## src/rtl/core/scim_pkg.sv

```systemverilog
package scim_pkg;

  localparam int SLOTS = 8;
  localparam int SW = $clog2(SLOTS);
  localparam int CW = $clog2(SLOTS + 1);

  localparam logic [2:0] ACT_ACQUIRE = 3'd0;
  localparam logic [2:0] ACT_PRESENT = 3'd1;
  localparam logic [2:0] ACT_RETIRE = 3'd2;
  localparam logic [2:0] ACT_SET_OCC = 3'd3;
  localparam logic [2:0] ACT_SET_LOST = 3'd4;
  localparam logic [2:0] ACT_MARK_OOD = 3'd5;
  localparam logic [2:0] ACT_RECREATE = 3'd6;
  localparam logic [2:0] ACT_UNUSED = 3'd7;

  localparam logic [3:0] ST_ACQUIRED = 4'd0;
  localparam logic [3:0] ST_NOT_READY = 4'd1;
  localparam logic [3:0] ST_OUT_OF_DATE = 4'd2;
  localparam logic [3:0] ST_OCCLUDED = 4'd3;
  localparam logic [3:0] ST_LOST = 4'd4;
  localparam logic [3:0] ST_PRESENTED = 4'd5;
  localparam logic [3:0] ST_SKIPPED = 4'd6;
  localparam logic [3:0] ST_RETIRED = 4'd7;
  localparam logic [3:0] ST_STALE = 4'd8;
  localparam logic [3:0] ST_BACKPRESSURE = 4'd9;
  localparam logic [3:0] ST_BUDGET = 4'd10;
  localparam logic [3:0] ST_REGRESSION = 4'd11;
  localparam logic [3:0] ST_INVALID = 4'd12;
  localparam logic [3:0] ST_DONE = 4'd13;

  localparam logic [2:0] REG_IMAGE_COUNT = 3'd0;
  localparam logic [2:0] REG_MAX_FLIGHT = 3'd1;
  localparam logic [2:0] REG_MAX_DAMAGE = 3'd2;
  localparam logic [2:0] REG_BYTES_PER_IMAGE = 3'd3;
  localparam logic [2:0] REG_BYTE_BUDGET = 3'd4;

  typedef enum logic [2:0] {
    S_IDLE,
    S_SCAN,
    S_RETIRE,
    S_PRESENT,
    S_OUT
  } state_t;

endpackage

```

## src/rtl/core/swapchain_image_slot_manager.sv

```systemverilog
// Swapchain image slot manager. One item in, one result out, on valid/ready
// channels. Present, flag and recreate actions and refused items go from
// decode straight to the result. Acquire scans one slot per cycle, up to
// SLOTS slots, after first folding the round-robin pointer back into range
// if image_count has shrunk. Retire walks every slot through a single
// compare unit, one per cycle.
// in_ready is low while an item is in work or its result waits.
// Registers are written over the cfg_ APB port, at byte address 4*index.
module swapchain_image_slot_manager (
  input  logic        clk,
  input  logic        rst_n,
  input  logic        in_valid,
  output logic        in_ready,
  input  logic [2:0]  in_action,
  input  logic [3:0]  in_slot_index,
  input  logic [31:0] in_image_serial,
  input  logic [7:0]  in_damage_count,
  input  logic        in_full_redraw,
  input  logic [31:0] in_completed_fence,
  input  logic        in_flag_value,
  output logic        out_valid,
  input  logic        out_ready,
  output logic [3:0]  out_status,
  output logic [3:0]  out_slot_out,
  output logic [31:0] out_serial_out,
  output logic [31:0] out_fence_out,
  output logic [3:0]  out_owned_count,
  output logic [3:0]  out_flight_count,
  input  logic        cfg_psel,
  input  logic        cfg_penable,
  input  logic        cfg_pwrite,
  input  logic [4:0]  cfg_paddr,
  input  logic [31:0] cfg_pwdata,
  output logic [31:0] cfg_prdata,
  output logic        cfg_pready
);

  localparam int SW = scim_pkg::SW;
  localparam int CW = scim_pkg::CW;
  localparam int SLOTS = scim_pkg::SLOTS;

  logic [3:0]  image_count_r;
  logic [3:0]  max_flight_r;
  logic [6:0]  max_damage_r;
  logic [30:0] bytes_per_image_r;
  logic [31:0] byte_budget_r;

  logic [SLOTS-1:0] owned_r, busy_r;
  logic [31:0] fence_mem_r [SLOTS];
  logic [31:0] serial_mem_r [SLOTS];
  logic [SW-1:0] next_slot_r;
  logic [CW-1:0] owned_total_r, flight_total_r;
  logic [31:0] flight_bytes_r, next_serial_r, next_fence_r;
  logic [31:0] last_sub_r, last_comp_r;
  logic [2:0]  sticky_r;

  scim_pkg::state_t state_r;
  scim_pkg::state_t state_nxt;

  logic [2:0]  act_r;
  logic [3:0]  idx_r;
  logic [31:0] ser_r;
  logic [7:0]  dmg_r;
  logic        full_r;
  logic [31:0] done_r;
  logic        flag_r;

  logic [SW-1:0] cur_r;
  logic [SW:0]   cnt_r;
  logic [SW:0]   live;

  logic [3:0]  st_r;
  logic [3:0]  slot_o_r;
  logic [31:0] serial_o_r;

  logic        cfg_wr;
  logic [2:0]  cfg_idx;

  assign cfg_pready = 1'b1;
  assign cfg_wr = cfg_psel && cfg_penable && cfg_pwrite;
  assign cfg_idx = cfg_paddr[4:2];

  always_comb begin
    case (cfg_idx)
      scim_pkg::REG_IMAGE_COUNT:     cfg_prdata = {28'd0, image_count_r};
      scim_pkg::REG_MAX_FLIGHT:      cfg_prdata = {28'd0, max_flight_r};
      scim_pkg::REG_MAX_DAMAGE:      cfg_prdata = {25'd0, max_damage_r};
      scim_pkg::REG_BYTES_PER_IMAGE: cfg_prdata = {1'b0, bytes_per_image_r};
      scim_pkg::REG_BYTE_BUDGET:     cfg_prdata = byte_budget_r;
      default:                       cfg_prdata = 32'd0;
    endcase
  end

  always_ff @(posedge clk) begin
    if (!rst_n) begin
      image_count_r <= 4'd3;
      max_flight_r <= 4'd2;
      max_damage_r <= 7'd32;
      bytes_per_image_r <= 31'd4194304;
      byte_budget_r <= 32'd134217728;
    end else if (cfg_wr) begin
      case (cfg_idx)
        scim_pkg::REG_IMAGE_COUNT:     image_count_r <= cfg_pwdata[3:0];
        scim_pkg::REG_MAX_FLIGHT:      max_flight_r <= cfg_pwdata[3:0];
        scim_pkg::REG_MAX_DAMAGE:      max_damage_r <= cfg_pwdata[6:0];
        scim_pkg::REG_BYTES_PER_IMAGE: bytes_per_image_r <= cfg_pwdata[30:0];
        scim_pkg::REG_BYTE_BUDGET:     byte_budget_r <= cfg_pwdata;
        default: ;
      endcase
    end
  end

  assign live = ({1'b0, image_count_r} < 5'(SLOTS)) ? (SW+1)'(image_count_r)
                                                    : (SW+1)'(SLOTS);

  assign in_ready = (state_r == scim_pkg::S_IDLE);
  assign out_valid = (state_r == scim_pkg::S_OUT);
  assign out_status = st_r;
  assign out_slot_out = slot_o_r;
  assign out_serial_out = serial_o_r;
  assign out_fence_out = last_sub_r;
  assign out_owned_count = 4'(owned_total_r);
  assign out_flight_count = 4'(flight_total_r);

  // shared per-slot unit
  logic        cur_free, cur_cover;
  logic [SW-1:0] cur_wrap;
  logic [32:0] bytes_sum;
  logic        idx_live;
  logic [SW-1:0] idx_s;
  assign cur_free = !owned_r[cur_r] && !busy_r[cur_r];
  assign cur_cover = busy_r[cur_r] && (fence_mem_r[cur_r] <= done_r);
  assign cur_wrap = ({1'b0, cur_r} + 1'b1 >= live) ? '0 : cur_r + 1'b1;
  assign bytes_sum = {1'b0, flight_bytes_r} + {2'b0, bytes_per_image_r};
  assign idx_live = {1'b0, idx_r} < 5'(live);
  assign idx_s = idx_r[SW-1:0];

  logic [2:0] stk;
  logic [3:0] stk_st;
  always_comb begin
    stk = sticky_r;
    if (stk[2]) stk_st = scim_pkg::ST_LOST;
    else if (stk[0]) stk_st = scim_pkg::ST_OUT_OF_DATE;
    else if (stk[1]) stk_st = scim_pkg::ST_OCCLUDED;
    else stk_st = scim_pkg::ST_DONE;
  end

  logic acq_go, ret_go;
  assign acq_go = (act_r == scim_pkg::ACT_ACQUIRE) && (stk_st == scim_pkg::ST_DONE)
                  && (5'(owned_total_r) + 5'(flight_total_r) < 5'(max_flight_r))
                  && (live != '0);
  assign ret_go = (act_r == scim_pkg::ACT_RETIRE) && !(done_r < last_comp_r)
                  && !(done_r > last_sub_r);

  always_comb begin
    state_nxt = state_r;
    case (state_r)
      scim_pkg::S_IDLE: begin
        if (in_valid) state_nxt = scim_pkg::S_PRESENT;
      end
      scim_pkg::S_PRESENT: begin
        if (acq_go) state_nxt = scim_pkg::S_SCAN;
        else if (ret_go) state_nxt = scim_pkg::S_RETIRE;
        else state_nxt = scim_pkg::S_OUT;
      end
      scim_pkg::S_SCAN: begin
        if ({1'b0, cur_r} < live && (cur_free || cnt_r + 1'b1 >= live))
          state_nxt = scim_pkg::S_OUT;
      end
      scim_pkg::S_RETIRE: begin
        if (32'(cur_r) == 32'(SLOTS - 1)) state_nxt = scim_pkg::S_OUT;
      end
      scim_pkg::S_OUT: begin
        if (out_ready) state_nxt = scim_pkg::S_IDLE;
      end
      default: state_nxt = scim_pkg::S_IDLE;
    endcase
  end

  always_ff @(posedge clk) begin
    if (!rst_n) state_r <= scim_pkg::S_IDLE;
    else state_r <= state_nxt;
  end

  always_ff @(posedge clk) begin
    if (!rst_n) begin
      owned_r <= '0;
      busy_r <= '0;
      next_slot_r <= '0;
      owned_total_r <= '0;
      flight_total_r <= '0;
      flight_bytes_r <= '0;
      next_serial_r <= 32'd1;
      next_fence_r <= 32'd1;
      last_sub_r <= '0;
      last_comp_r <= '0;
      sticky_r <= '0;
      for (int i = 0; i < SLOTS; i++) begin
        fence_mem_r[i] <= '0;
        serial_mem_r[i] <= '0;
      end
    end else begin
      case (state_r)
        scim_pkg::S_IDLE: begin
          if (in_valid) begin
            act_r <= in_action;
            idx_r <= in_slot_index;
            ser_r <= in_image_serial;
            dmg_r <= in_damage_count;
            full_r <= in_full_redraw;
            done_r <= in_completed_fence;
            flag_r <= in_flag_value;
          end
        end
        scim_pkg::S_PRESENT: begin
          // decode, and the actions that are done in full in this state
          slot_o_r <= (act_r == scim_pkg::ACT_PRESENT) ? idx_r : '0;
          serial_o_r <= (act_r == scim_pkg::ACT_PRESENT) ? ser_r : '0;
          case (act_r)
            scim_pkg::ACT_ACQUIRE: begin
              if (stk_st != scim_pkg::ST_DONE) st_r <= stk_st;
              else begin
                st_r <= scim_pkg::ST_NOT_READY;
                cur_r <= next_slot_r;
                cnt_r <= '0;
              end
            end
            scim_pkg::ACT_PRESENT: begin
              if (!idx_live) st_r <= scim_pkg::ST_INVALID;
              else if (!owned_r[idx_s] || serial_mem_r[idx_s] != ser_r)
                st_r <= scim_pkg::ST_STALE;
              else if ({1'b0, dmg_r} > {2'b0, max_damage_r})
                st_r <= scim_pkg::ST_BUDGET;
              else if (dmg_r == 8'd0 && !full_r) begin
                owned_r[idx_s] <= 1'b0;
                owned_total_r <= owned_total_r - 1'b1;
                st_r <= scim_pkg::ST_SKIPPED;
              end else if (5'(flight_total_r) >= 5'(max_flight_r))
                st_r <= scim_pkg::ST_BACKPRESSURE;
              else if (stk_st != scim_pkg::ST_DONE) begin
                owned_r[idx_s] <= 1'b0;
                owned_total_r <= owned_total_r - 1'b1;
                st_r <= stk_st;
              end else if (bytes_sum > {1'b0, byte_budget_r})
                st_r <= scim_pkg::ST_BUDGET;
              else if (next_fence_r == 32'hFFFF_FFFF)
                st_r <= scim_pkg::ST_BACKPRESSURE;
              else begin
                fence_mem_r[idx_s] <= next_fence_r;
                last_sub_r <= next_fence_r;
                next_fence_r <= next_fence_r + 1'b1;
                owned_r[idx_s] <= 1'b0;
                owned_total_r <= owned_total_r - 1'b1;
                busy_r[idx_s] <= 1'b1;
                flight_total_r <= flight_total_r + 1'b1;
                flight_bytes_r <= bytes_sum[31:0];
                st_r <= scim_pkg::ST_PRESENTED;
              end
            end
            scim_pkg::ACT_RETIRE: begin
              if (done_r < last_comp_r || done_r > last_sub_r)
                st_r <= scim_pkg::ST_REGRESSION;
              else begin
                st_r <= scim_pkg::ST_RETIRED;
                last_comp_r <= done_r;
                cur_r <= '0;
              end
            end
            scim_pkg::ACT_SET_OCC: begin
              sticky_r[1] <= flag_r;
              st_r <= scim_pkg::ST_DONE;
            end
            scim_pkg::ACT_SET_LOST: begin
              sticky_r[2] <= flag_r;
              st_r <= scim_pkg::ST_DONE;
            end
            scim_pkg::ACT_MARK_OOD: begin
              sticky_r[0] <= 1'b1;
              st_r <= scim_pkg::ST_DONE;
            end
            scim_pkg::ACT_RECREATE: begin
              if (!sticky_r[0]) st_r <= scim_pkg::ST_INVALID;
              else if (owned_total_r != '0 || flight_total_r != '0)
                st_r <= scim_pkg::ST_BACKPRESSURE;
              else begin
                owned_r <= '0;
                busy_r <= '0;
                next_slot_r <= '0;
                flight_bytes_r <= '0;
                sticky_r <= '0;
                for (int i = 0; i < SLOTS; i++) begin
                  fence_mem_r[i] <= '0;
                  serial_mem_r[i] <= '0;
                end
                st_r <= scim_pkg::ST_DONE;
              end
            end
            default: st_r <= scim_pkg::ST_INVALID;
          endcase
        end
        scim_pkg::S_SCAN: begin
          // pointer left past the ring by a smaller image count: fold it back
          if ({1'b0, cur_r} >= live) cur_r <= cur_r - live[SW-1:0];
          else if (cur_free) begin
            owned_r[cur_r] <= 1'b1;
            serial_mem_r[cur_r] <= next_serial_r;
            next_serial_r <= next_serial_r + 1'b1;
            owned_total_r <= owned_total_r + 1'b1;
            next_slot_r <= cur_wrap;
            slot_o_r <= 4'(cur_r);
            serial_o_r <= next_serial_r;
            st_r <= scim_pkg::ST_ACQUIRED;
          end else if (cnt_r + 1'b1 < live) begin
            cur_r <= cur_wrap;
            cnt_r <= cnt_r + 1'b1;
          end
        end
        scim_pkg::S_RETIRE: begin
          if (cur_cover) begin
            busy_r[cur_r] <= 1'b0;
            fence_mem_r[cur_r] <= '0;
            flight_total_r <= flight_total_r - 1'b1;
            flight_bytes_r <= (flight_bytes_r > {1'b0, bytes_per_image_r})
                              ? flight_bytes_r - {1'b0, bytes_per_image_r} : '0;
          end
          if (32'(cur_r) != 32'(SLOTS - 1)) cur_r <= cur_r + 1'b1;
        end
        default: ;
      endcase
    end
  end

  a_totals: assert property (@(posedge clk) disable iff (!rst_n)
    $countones(owned_r) == 32'(owned_total_r))
    else $error("owned total mismatch");
  a_flight: assert property (@(posedge clk) disable iff (!rst_n)
    $countones(busy_r) == 32'(flight_total_r))
    else $error("flight total mismatch");
  a_excl: assert property (@(posedge clk) disable iff (!rst_n)
    (owned_r & busy_r) == '0)
    else $error("slot both owned and busy");
  a_fence: assert property (@(posedge clk) disable iff (!rst_n)
    last_comp_r <= last_sub_r)
    else $error("completed beyond submitted");

endmodule

```

## config.mk

```make
export PLATFORM = sky130hd
export DESIGN_NAME = swapchain_image_slot_manager
export DESIGN_NICKNAME = d
export VERILOG_FILES = /design/src/rtl/core/scim_pkg.sv /design/src/rtl/core/swapchain_image_slot_manager.sv
export SDC_FILE = /design/constraint.sdc
export NUM_CORES = 2
export LEC_CHECK = 0
export BUFFER_PORTS_ARGS = -buffer_cell sky130_fd_sc_hd__clkbuf_2
export CORE_ASPECT_RATIO = 0.8
export CORE_UTILIZATION = 30
export DETAILED_ROUTE_END_ITERATION = 10
export GPL_ROUTABILITY_DRIVEN = 0
export GPL_TIMING_DRIVEN = 0
export PLACE_DENSITY_LB_ADDON = 0.2
export SYNTH_ARGS = -nofsm -noshare
export SYNTH_HDL_FRONTEND = slang
export SYNTH_SLANG_ARGS = --single-unit
```

## constraint.sdc

```tcl
create_clock -name clk -period 12.1 [get_ports clk]
set_input_delay 0.605 -clock clk [delete_from_list [all_inputs] [get_ports clk]]
set_output_delay 0.605 -clock clk [all_outputs]
set_load 0.1 [all_outputs]
```

==> results by group <==
STA
  – Fmax: 108 MHz
  – Max Slew Vio Count: 0
  – Final hold slack: 0.0464 ns
  – Final period util: 0.765
  – Final setup viols: 0
  – TNS Setup: 0 ns
  – Min Tclk post-route: 9.26 ns
  – Least-Margin Pin Slew: 1.43 ns
  – Hold Fails Final Rpt: 0
  – Worst Skew: 0.0448 ns
  – Final Worst Setup Slack: 2.84 ns
  – RSZ-0062 raised after global routing: false
  – Rel. slew slack: 0.0434

Clock tree
  – H-tree depth: 3
  – CTS root buffer: clkbuf_16
  – Clk sinks: 917
  – TritonCTS Buffers: 102
  – CTS tree: built
  – Clk pin slew, worst setup/hold paths: 0.06 ns
  – Maximum buffer depth of the clock tree: 3
  – Cts repair resizes: 0
  – Skew-Pair Late Insertion Delay: 0.74 ns

Route
  – Via count: 36100
  – DRC errors left: 0
  – Wire per inst: 24.8 µm
  – Drt total wl: 173000 µm
  – Antenna viol nets, final: 0
  – Starting DRT DRC Count: 3415
  – Via density: 5.19
  – First-pass DRT Iterations: 5

Yosys
  – Top cells by count, synth: edfxtp_1, nand2_1, nor2_1
  – Mapped Cells: 4379
  – Post-synth ARST share: 0
  – Synth Cell Area: 47700 µm²
  – Synthesized flop and latch total: 917
  – Post-synth EDFFs: 640
  – Syn Nets: 4740
  – Cell accounting for the most synthesized area: edfxtp_1
  – Yosys top cell area share: 0.403
  – Yosys cell types: 86
  – Warnings from Yosys: 0
  – Top post-synthesis cells by area: edfxtp_1, dfxtp_1, ha_1
  – Avg Inst Size Synth: 10.9 µm²
  – Main flop type after synthesis: edfxtp_1
  – Top-count cell post-synth: edfxtp_1
  – Sequential area share after synthesis: 0.519

Global route
  – Total gr overflow: 0
  – Number of antenna violations at the first check in global routing: 7
  – GRT Total Usage: 0.211
  – Vias in the first global route: 35100
  – First-pass GRT wire length: 249000 µm
  – Largest net degree at the start of global routing: 45

Setup path
  – Crit path DAT: 9.57 ns
  – Slowest stage cell, crit path: a31o_2
  – Delay of the slowest critical-path stage: 1.12 ns
  – Crit path kind: flip-flop to flip-flop
  – CP Buf/Inv Count: 4
  – Startpoint Class: flip-flop
  – Crit path required time: 12.41 ns
  – CP endpoint kind: flip-flop
  – Worst-path fanout max: 32
  – Delay-heaviest family, CP: compound AO/OA/AOI/OAI gates

Layout
  – NumNets Final: 5118
  – Final core occ: 0.354
  – Non-filler instance count after layout: 6959
  – Layout area overhead: 16.8%
  – Share of layout cells above drive strength 1: 0.134
  – Design area: 55800 µm²

Place
  – I/O Buffers: 235
  – Cell Area, Placed: 52300 µm²
  – Placed Cells: 6755
  – Post-DP HPWL: 127000 µm
  – Post-place setup slack: 2.90 ns

Die
  – Die X: 448 µm
  – Initial core utilization: 0.303
  – Die Y: 359 µm
  – # IOs: 240
  – Die ar.: 161000 µm²
  – Num rows: 130
  – Core Box Area: 157000 µm²

Worst hold path
  – Hold Crit Class: input port to flip-flop

Power and ir drop
  – Design Power: 9.35 mW
  – Leakage: 20.8 nW
  – PwrDens: 168 nW/µm²
  – IR drop worst, VDD: 117 µV

Flow run
  – # Max-Cap Violations: 0

Run status
  – Status: finished clean
worst paths after layout:
path | start | end | slack (ns) | cells past startpoint
setup / recovery | bytes_per_image_r[0] | fence_mem_r[2][8] | 2.84 | 25
hold reg to reg | byte_budget_r[12] | byte_budget_r[12] | 0.45 | 2
hold / removal | in_completed_fence[28] | done_r[28] | 0.05 | 1
setup reg to reg | bytes_per_image_r[0] | fence_mem_r[2][8] | 2.84 | 25
worst register-to-register path, stage by stage, from the launching register on:
cell and delay (ns):
dfxtp_1 0.41, ha_1 0.21, inv_1 0.06, fa_1 0.45
o21bai_1 0.24, a21oi_1 0.20, o31ai_1 0.66, nand3_1 0.28
nand3b_1 0.29, a21oi_1 0.25, o311a_1 0.46, xnor2_1 0.23
ha_1 0.30, nand4_1 0.17, and4bb_2 0.31, o311ai_0 0.20
o311ai_0 0.30, o31a_1 0.31, a211oi_2 0.16, buf_4 0.24
nand4_1 0.47, or2_1 0.39, buf_2 0.17, clkbuf_1 0.43
nor2_1 0.53, a31o_2 1.12
registers in the layout, indices dropped and copies added (netlist names), 7 cells and up, named ones only:
| register | count |
|---|---|
| fence_mem_r | 256 |
| serial_mem_r | 256 |
| byte_budget_r | 32 |
| done_r | 32 |
| flight_bytes_r | 32 |
| last_comp_r | 32 |
| next_fence_r | 32 |
| next_serial_r | 32 |
| out_fence_out | 32 |
| out_serial_out | 32 |
| ser_r | 32 |
| bytes_per_image_r | 31 |
| busy_r | 8 |
| dmg_r | 8 |
| owned_r | 8 |
| max_damage_r | 7 |
repair_timing:
| action | 4_1_cts | 5_1_grt |
|---|---|---|
| hold endpoints to repair | 9 | 1 |
| hold buffers | 9 | 1 |
| setup buffers | 0 | 0 |
routing by layer:
metal / global-route usage / up-vias / wire length (µm)
met5: 0 / - / 0
met1: 0.314 / 18000 / 82100
met3: 0.0296 / 192 / 10800
met2: 0.317 / 1273 / 75100
met4: 0.0597 / 0 / 4590
li1: - / 16600 / -
logic make-up after synthesis:
group	synth area share
buf+inv	0.0439
xor+xnor	0.0207
simple gates	0.159
compound gates	0.104
flops	0.519
mux	0.0913
fa+ha+maj	0.0628
other cells	0.0000785
cell type report:
type,instances,area [µm²]
Inverter,235,882
Clock buffer,155,2960
Buffer,302,1220
Tap cell,2112,2640
Clock inverter,36,334
Multi-Input combinational cell,2925,21100
Fill cell,15900,102000
Timing Repair Buffer,274,1870
Antenna cell,3,7.51
Sequential cell,917,24800
power breakdown:
| group | switching, mW | leakage [nW] | internal (mW) |
|---|---|---|---|
| combinational | 1.70 | 10.5 | 0.883 |
| sequential | 0.115 | 8.71 | 3.53 |
| clock | 1.37 | 1.62 | 1.76 |
| total | 3.18 | 20.8 | 6.17 |
placed cells by master, fill, tap and decap left out, drive strengths merged, types with 112 or more instances in the layout:
| cell type | n |
|---|---|
| ha | 230 |
| a21oi | 279 |
| mux2i | 134 |
| dfxtp | 277 |
| and2 | 244 |
| nor2 | 345 |
| edfxtp | 640 |
| inv | 233 |
| nand2 | 410 |
| mux4 | 112 |
| clkbuf | 644 |
(Power assumes the default switching activity.)
